--- src/rtl/percent_decoder_assert.svh ---
// ----------------------------------------------------------------------------
// percent_decoder_assert.svh
// Assertion macros shared by the percent decoder.
// ----------------------------------------------------------------------------
`ifndef PERCENT_DECODER_ASSERT_SVH
`define PERCENT_DECODER_ASSERT_SVH

// Same-cycle implication, sampled on clk and off during reset.
`define PCTD_ASSERT_NOW(label, ante, cons) \
	label: assert property (@(posedge clk) disable iff (!arst_n) (ante) |-> (cons)) \
		else $error("percent decoder assertion failed");

// Next-cycle implication, sampled on clk and off during reset.
`define PCTD_ASSERT_NEXT(label, ante, cons) \
	label: assert property (@(posedge clk) disable iff (!arst_n) (ante) |=> (cons)) \
		else $error("percent decoder assertion failed");

`endif

--- src/rtl/pctd_pkg.sv ---
// ----------------------------------------------------------------------------
// pctd_pkg
// Types, constants and character helpers for the percent decoder.
// ----------------------------------------------------------------------------
package pctd_pkg;

	localparam logic [7:0] PCT_CHAR = 8'h25;
	localparam int GRP_BYTES = 3;

	typedef struct packed {
		logic [7:0] in_byte;
		logic       in_last;
	} in_word_t;

	typedef struct packed {
		logic [7:0] out_byte;
		logic       out_last;
	} out_word_t;

	typedef struct packed {
		logic [GRP_BYTES-1:0][7:0] bytes;
		logic [1:0]                cnt;
		logic                      last;
	} group_t;

	typedef struct packed {
		logic full;
		logic empty;
	} q_status_t;

	function automatic logic is_hex(input logic [7:0] ch);
		return ch inside {[8'h30:8'h39], [8'h41:8'h46], [8'h61:8'h66]};
	endfunction

	function automatic logic [3:0] hex_value(input logic [7:0] ch);
		logic [7:0] t;
		t = 8'h00;
		if (ch inside {[8'h30:8'h39]}) begin
			t = ch - 8'h30;
		end else if (ch inside {[8'h61:8'h66]}) begin
			t = ch - 8'h57;
		end else if (ch inside {[8'h41:8'h46]}) begin
			t = ch - 8'h37;
		end
		return t[3:0];
	endfunction

endpackage

--- src/rtl/percent_decoder.sv ---
// ----------------------------------------------------------------------------
// percent_decoder: streaming URL percent decoder.
// Path: a pushed byte is registered in the queue, then in the back stage, before it reaches the result ports.
// Throughput: one word per cycle while the queue is not full; a word yielding k bytes is handed out as k result words.
// Reset: arst_n clears escape state, queue and output at once; no sweep.
// ----------------------------------------------------------------------------
`include "percent_decoder_assert.svh"

module percent_decoder (
	input  logic                clk,
	input  logic                arst_n,
	input  logic                push,
	output logic                full,
	input  pctd_pkg::in_word_t  item,
	output logic                empty,
	input  logic                pop,
	output pctd_pkg::out_word_t result
);

	pctd_pkg::group_t    grp;
	pctd_pkg::group_t    qdata;
	pctd_pkg::q_status_t q_stat;
	logic                accept;
	logic                qwr;
	logic                qpop;

	assign full   = q_stat.full;
	assign accept = push && !q_stat.full;
	assign qwr    = accept && (grp.cnt != 2'd0);

	pctd_front u_front (
		.clk    (clk),
		.arst_n (arst_n),
		.accept (accept),
		.item   (item),
		.grp    (grp)
	);

	pctd_fifo u_fifo (
		.clk    (clk),
		.arst_n (arst_n),
		.wr     (qwr),
		.wdata  (grp),
		.rd     (qpop),
		.rdata  (qdata),
		.status (q_stat)
	);

	pctd_back u_back (
		.clk    (clk),
		.arst_n (arst_n),
		.qdata  (qdata),
		.qempty (q_stat.empty),
		.qpop   (qpop),
		.pop    (pop),
		.empty  (empty),
		.result (result)
	);

	`PCTD_ASSERT_NOW(a_queue_sane, 1'b1, !(q_stat.full && q_stat.empty))
	`PCTD_ASSERT_NOW(a_last_yields, accept && item.in_last, grp.cnt != 2'd0)
	`PCTD_ASSERT_NEXT(a_word_reaches_out, qwr && q_stat.empty && empty, !q_stat.empty)

endmodule

--- src/rtl/pctd_front.sv ---
// ----------------------------------------------------------------------------
// pctd_front
// Accepts words, tracks the escape state and builds a group of output bytes.
// ----------------------------------------------------------------------------
module pctd_front (
	input  logic              clk,
	input  logic              arst_n,
	input  logic              accept,
	input  pctd_pkg::in_word_t item,
	output pctd_pkg::group_t  grp
);

	localparam logic [1:0] PH_IDLE = 2'd0;
	localparam logic [1:0] PH_PCT  = 2'd1;
	localparam logic [1:0] PH_DIG  = 2'd2;

	logic [1:0] phase_q;
	logic [7:0] digit_q;
	logic [1:0] phase_d;
	logic [7:0] digit_d;

	always_comb begin
		logic [7:0] b;
		logic       consumed;
		logic [1:0] n;
		b        = item.in_byte;
		consumed = 1'b0;
		n        = 2'd0;
		phase_d  = phase_q;
		digit_d  = digit_q;
		grp.bytes = '0;
		case (phase_q)
			PH_PCT: begin
				if (pctd_pkg::is_hex(b)) begin
					phase_d  = PH_DIG;
					digit_d  = b;
					consumed = 1'b1;
				end else begin
					grp.bytes[n] = pctd_pkg::PCT_CHAR;
					n = n + 2'd1;
					phase_d = PH_IDLE;
				end
			end
			PH_DIG: begin
				if (pctd_pkg::is_hex(b)) begin
					grp.bytes[n] = {pctd_pkg::hex_value(digit_q), pctd_pkg::hex_value(b)};
					n = n + 2'd1;
					consumed = 1'b1;
				end else begin
					grp.bytes[n] = pctd_pkg::PCT_CHAR;
					n = n + 2'd1;
					grp.bytes[n] = digit_q;
					n = n + 2'd1;
				end
				phase_d = PH_IDLE;
				digit_d = 8'h00;
			end
			default: begin
				phase_d = PH_IDLE;
			end
		endcase
		if (!consumed) begin
			if (b == pctd_pkg::PCT_CHAR) begin
				phase_d = PH_PCT;
			end else begin
				grp.bytes[n] = b;
				n = n + 2'd1;
			end
		end
		if (item.in_last) begin
			if (phase_d == PH_PCT) begin
				grp.bytes[n] = pctd_pkg::PCT_CHAR;
				n = n + 2'd1;
			end else if (phase_d == PH_DIG) begin
				grp.bytes[n] = pctd_pkg::PCT_CHAR;
				n = n + 2'd1;
				grp.bytes[n] = digit_d;
				n = n + 2'd1;
			end
			phase_d = PH_IDLE;
			digit_d = 8'h00;
		end
		grp.cnt  = n;
		grp.last = item.in_last;
	end

	always_ff @(posedge clk or negedge arst_n) begin
		if (!arst_n) begin
			phase_q <= PH_IDLE;
			digit_q <= 8'h00;
		end else if (accept) begin
			phase_q <= phase_d;
			digit_q <= digit_d;
		end
	end

endmodule

--- src/rtl/pctd_fifo.sv ---
// ----------------------------------------------------------------------------
// pctd_fifo
// Two-entry queue of byte groups between the front and the back.
// ----------------------------------------------------------------------------
module pctd_fifo (
	input  logic                 clk,
	input  logic                 arst_n,
	input  logic                 wr,
	input  pctd_pkg::group_t     wdata,
	input  logic                 rd,
	output pctd_pkg::group_t     rdata,
	output pctd_pkg::q_status_t  status
);

	pctd_pkg::group_t mem [2];
	logic       wptr_q;
	logic       rptr_q;
	logic [1:0] cnt_q;

	assign status.full  = (cnt_q == 2'd2);
	assign status.empty = (cnt_q == 2'd0);
	assign rdata        = mem[rptr_q];

	always_ff @(posedge clk) begin
		if (wr) begin
			mem[wptr_q] <= wdata;
		end
	end

	always_ff @(posedge clk or negedge arst_n) begin
		if (!arst_n) begin
			wptr_q <= 1'b0;
			rptr_q <= 1'b0;
			cnt_q  <= 2'd0;
		end else begin
			if (wr) begin
				wptr_q <= ~wptr_q;
			end
			if (rd) begin
				rptr_q <= ~rptr_q;
			end
			if (wr && !rd) begin
				cnt_q <= cnt_q + 2'd1;
			end else if (rd && !wr) begin
				cnt_q <= cnt_q - 2'd1;
			end
		end
	end

endmodule

--- src/rtl/pctd_back.sv ---
// ----------------------------------------------------------------------------
// pctd_back
// Holds the current byte group and hands its bytes out one word at a time.
// ----------------------------------------------------------------------------
module pctd_back (
	input  logic                clk,
	input  logic                arst_n,
	input  pctd_pkg::group_t    qdata,
	input  logic                qempty,
	output logic                qpop,
	input  logic                pop,
	output logic                empty,
	output pctd_pkg::out_word_t result
);

	pctd_pkg::group_t grp_q;
	logic       busy_q;
	logic [1:0] idx_q;
	logic       take;
	logic       at_end;
	logic       done;

	assign take   = busy_q && pop;
	assign at_end = (idx_q == grp_q.cnt - 2'd1);
	assign done   = take && at_end;
	assign qpop   = (!busy_q || done) && !qempty;

	assign empty           = !busy_q;
	assign result.out_byte = grp_q.bytes[idx_q];
	assign result.out_last = grp_q.last && at_end;

	always_ff @(posedge clk) begin
		if (qpop) begin
			grp_q <= qdata;
		end
	end

	always_ff @(posedge clk or negedge arst_n) begin
		if (!arst_n) begin
			busy_q <= 1'b0;
			idx_q  <= 2'd0;
		end else if (qpop) begin
			busy_q <= 1'b1;
			idx_q  <= 2'd0;
		end else if (done) begin
			busy_q <= 1'b0;
			idx_q  <= 2'd0;
		end else if (take) begin
			idx_q <= idx_q + 2'd1;
		end
	end

endmodule

--- config.mk ---
export PLATFORM = sky130hd
export DESIGN_NAME = percent_decoder
export DESIGN_NICKNAME = d
export VERILOG_FILES = /design/src/rtl/pctd_pkg.sv /design/src/rtl/percent_decoder.sv /design/src/rtl/pctd_front.sv /design/src/rtl/pctd_fifo.sv /design/src/rtl/pctd_back.sv
export VERILOG_INCLUDE_DIRS = /design/src /design/src/rtl
export SDC_FILE = /design/constraint.sdc
export NUM_CORES = 1
export LEC_CHECK = 0
export BUFFER_PORTS_ARGS = -buffer_cell sky130_fd_sc_hd__clkbuf_2
export CAP_MARGIN = 15
export CORE_ASPECT_RATIO = 1.2
export CORE_UTILIZATION = 30
export CTS_CLUSTER_SIZE = 12
export DETAILED_ROUTE_END_ITERATION = 16
export HOLD_SLACK_MARGIN = 0.12
export SYNTH_ARGS = -nofsm -noshare
export SYNTH_HDL_FRONTEND = slang
export SYNTH_SLANG_ARGS = --single-unit
--- constraint.sdc ---
create_clock -name clk -period 5.18 [get_ports clk]
set_input_delay 0.518 -clock clk [delete_from_list [all_inputs] [get_ports clk]]
set_output_delay 0.518 -clock clk [all_outputs]
set_load 0.05 [all_outputs]
==> impl_metrics.py <==
metrics = {
    "die": {
        "die_h_um": 144.2,
        "rows": 51,
        "start_util_pct": 30.94,
        "die_area_sq_um": 17370,
        "die-width_um": 120.5,
        "ios": 24,
        "design.core.area_sq_um": 16340,
    },
    "sta": {
        "slew_headroom_pct": 23.39,
        "final_max_slew_viol_count": 0,
        "setup_viol": 0,
        "tightest_slew_ns": 1.149,
        "final_hold_viol_count": 0,
        "rsz0062_at_grt": "no",
        "fin_crit_ns": 4.553,
        "clock.fmax_ghz": 0.2196,
        "fin_ws_ns": 0.6265,
        "min_period_over_period_pct": 87.90,
        "skew_ns": 0.005492,
        "setup_tns_ns": 0,
    },
    "critical_path": {
        "cp-endpoint": "u_fifo.mem[1][26]$_DFFE_PP_",
        "startpoint": "item[2]",
        "crit_slowest_cell": "nor4b_1",
        "crit_path_start_kind": "primary input",
        "crit_arrival_ns": 4.60,
        "endpoint_kind": "register",
        "worstPathRequired_ns": 5.23,
        "rr_worst_depth": 13,
        "path_cells": "clkbuf_2, inv_1, ha_1, nor4b_1, a2111oi_2, nor3_1, and2_1, a21oi_1, ha_1, nand2_1, o32ai_2, inv_1, ha_1, o32a_1, o22a_1, o21ba_1, and2_1, buf_4",
        "cpPeakStageDelay_ns": 0.51,
        "worst-setup-path-type": "primary input to register",
        "worst-path-max-fanout": 27,
        "path_common_cell": "ha_1",
        "rr_startpoint": "u_front.phase_q[0]$_DFFE_PN0P_",
        "ff2ff_setup_slack_ns": 1.58,
        "r2r_end": "u_fifo.mem[1][26]$_DFFE_PP_",
    },
    "yosys": {
        "yosys_warnings": 0,
        "yosysMostFrequentCell": "edfxtp_1",
        "syn_area_sq_um": 5055,
        "synth_edf_count": 81,
        "ys_seq_area_share_pct": 56.53,
        "synth.top_cells.by_count": "edfxtp_1 (81), nand2_1 (42), mux2_2 (27), o21ai_0 (26), inv_1 (20)",
        "synth.area.top_cells": "edfxtp_1 (48%), dfrtp_1 (8.4%), mux2_2 (6.0%)",
        "ys_types": 60,
        "synth_seq_cells": 98,
        "synth.net_count": 448,
        "synth_flop_cell": "edfxtp_1",
        "syn_area_per_cell_sq_um": 12.12,
        "async_flop_share_pct": 17.35,
        "netlist_instances": 417,
        "yosysTopAreaCell": "edfxtp_1",
        "yosysTopAreaCellShare_pct": 48.12,
    },
    "place": {
        "hpwl_um": 8937,
        "portBuffers": 23,
        "gp_congestion": 0.9094,
        "dp.cells": 642,
        "dpl_worst_slack_ns": 0.3253,
    },
    "grt": {
        "grt_pass1_wl_um": 19200,
        "overflow": 0,
        "grt_usage_pct": 14.60,
        "grt_max_degree": 31,
        "antenna_found_initial": 0,
        "first_global_vias": 3527,
    },
    "clock_tree": {
        "post_cts_resized": 0,
        "path_clk_slew_ns": 0.06,
        "clock_latency_ns": 0.33,
        "post_cts_buffers": 0,
        "clock_path_buffers": 2,
        "cts_tree": "built",
        "cts-htree-levels": 3,
        "cts.sinks": 98,
        "ctsRootBufferMaster": "clkbuf_16",
        "postCtsHoldBufs": 0,
        "cts_buffers": 9,
    },
    "routing": {
        "final_antenna_net_count": 0,
        "wirelength_um": 12130,
        "vias_per_cell": 5.237,
        "dr.pass1.iters": 5,
        "num_vias": 3441,
        "drt-initial-drc-count": 245,
        "wire_per_inst_um": 18.46,
        "drc": 0,
    },
    "outcome": {
        "status": "finished, final reports clean",
    },
    "final_layout": {
        "antennaDiodeCount": 0,
        "fin_nets": 472,
        "instances_no_fill": 657,
        "area_delta_synth_final_pct": 13.02,
        "drive_above_1_share_pct": 19.33,
    },
    "min_path": {
        "hold_class": "primary input to asynchronous set/reset pin",
    },
    "power": {
        "p_leak_nw": 2.092,
        "powerDensity_nw_per_um2": 448.4,
        "ir_worst_vdd_v": 0.0001508,
    },
    "run": {
        "cap_violations": 0,
    },
}
-- worst min path at each step --
stage / start / to / slack [ns] / cells after the start
finish: arst_n / u_fifo.cnt_q[1]$_DFFE_PN0P_ / 0.13 / 1
global route: arst_n / u_fifo.cnt_q[1]$_DFFE_PN0P_ / 0.16 / 1
CTS: arst_n / u_front.phase_q[0]$_DFFE_PN0P_ / 0.14 / 1
detailed placement: u_fifo.cnt_q[1]$_DFFE_PN0P_ / u_back.busy_q$_DFFE_PN0P_ / 0.49 / 2
global placement: u_fifo.cnt_q[1]$_DFFE_PN0P_ / u_back.busy_q$_DFFE_PN0P_ / 0.47 / 2
floorplan: arst_n / u_back.busy_q$_DFFE_PN0P_ / 0.22 / 0
-- registers in the layout, indices dropped and copies added, names as in the netlist, 2 cells and up --
| register | cells |
|---|---|
| u_fifo.mem | 54 |
| u_fifo.cnt_q | 2 |
| u_back.grp_q | 27 |
| u_front.phase_q | 2 |
| u_front.digit_q | 8 |
| u_back.idx_q | 2 |
-- kinds of logic after synthesis --
| logic type | count (synthesis) | synth area share [%] |
|---|---|---|
| fa+ha+maj | 18 | 4.456 |
| flops | 98 | 56.53 |
| mux | 35 | 7.599 |
| xor+xnor | 11 | 1.906 |
| compound gates | 112 | 15.99 |
| simple gates | 103 | 10.30 |
| buf+inv | 40 | 3.218 |
-- placed cells by master, fill, tap and decap left out, types with 2 or more instances in the layout --
cell        n
o21ai_0    26
clkbuf_2   23
nand2_1    42
a22oi_1    13
a21o_1      5
buf_4      10
o21ai_1     2
nor3b_1     2
a21oi_1    12
ha_1       18
o2bb2ai_1   3
xor2_1      5
dfrtp_1    17
nand2b_1    5
inv_1      20
mux2_2     27
nand3_1     6
clkbuf_16   9
a221o_1     2
mux2i_1     8
and3_1      4
edfxtp_1   81
nor2_1     16
nor2b_1     4
and2_1      6
a31oi_1     2
xnor2_1     6
a221oi_1    5
o22a_1      2
a2bb2oi_1   4
nor3_1      6
a22o_1     12
o22ai_1     8
-- per-layer routing --
metal  track usage [%]  share of wire [%]  vias to the layer above
met3             2.326                4.5                       24
met1             16.33                 40                     1690
met5                 0                  0                        -
li1                  -                  -                     1623
met4             7.277                3.4                        0
met2             26.80                 52                      104
-- report_power, final --
group          internal, mW  switching, mW
sequential             1.10          0.123
combinational         0.254          0.459
clock                 0.370          0.258
total                  1.72          0.839
-- stage by stage --
stage | hold WS (ns) | area [sq um] | power (mW) | util, %
after floorplan | 0.2224 | 5055 | 1.767 | -
after global placement | 0.4747 | 5429 | 1.950 | 33.23
after detailed placement | 0.4875 | 5429 | 1.964 | 33.23
after CTS | 0.1377 | 5713 | 2.594 | 34.97
after global routing | 0.1619 | 5713 | 2.696 | 34.97
final | 0.1324 | 5713 | 2.562 | 34.97
-- critical path: cells and delay by family --
| kind | cells | cell delay (ns) |
|---|---|---|
| AND/OR/NAND/NOR | 5 | 1.38 |
| AO/OA/AOI/OAI | 6 | 1.19 |
| adder cells (fa/ha/maj) | 3 | 0.84 |
| buffers and inverters | 4 | 0.64 |
-- area by class of cell --
cell class | instances | area (sq um)
Fill cell | 1677 | 10620
Tap cell | 212 | 265.3
Multi-Input combinational cell | 279 | 2041
Clock inverter | 5 | 55.05
Timing Repair Buffer | 33 | 190.2
Sequential cell | 98 | 2858
Clock buffer | 10 | 229.0
Inverter | 20 | 75.07
(Power assumes the default switching activity.)
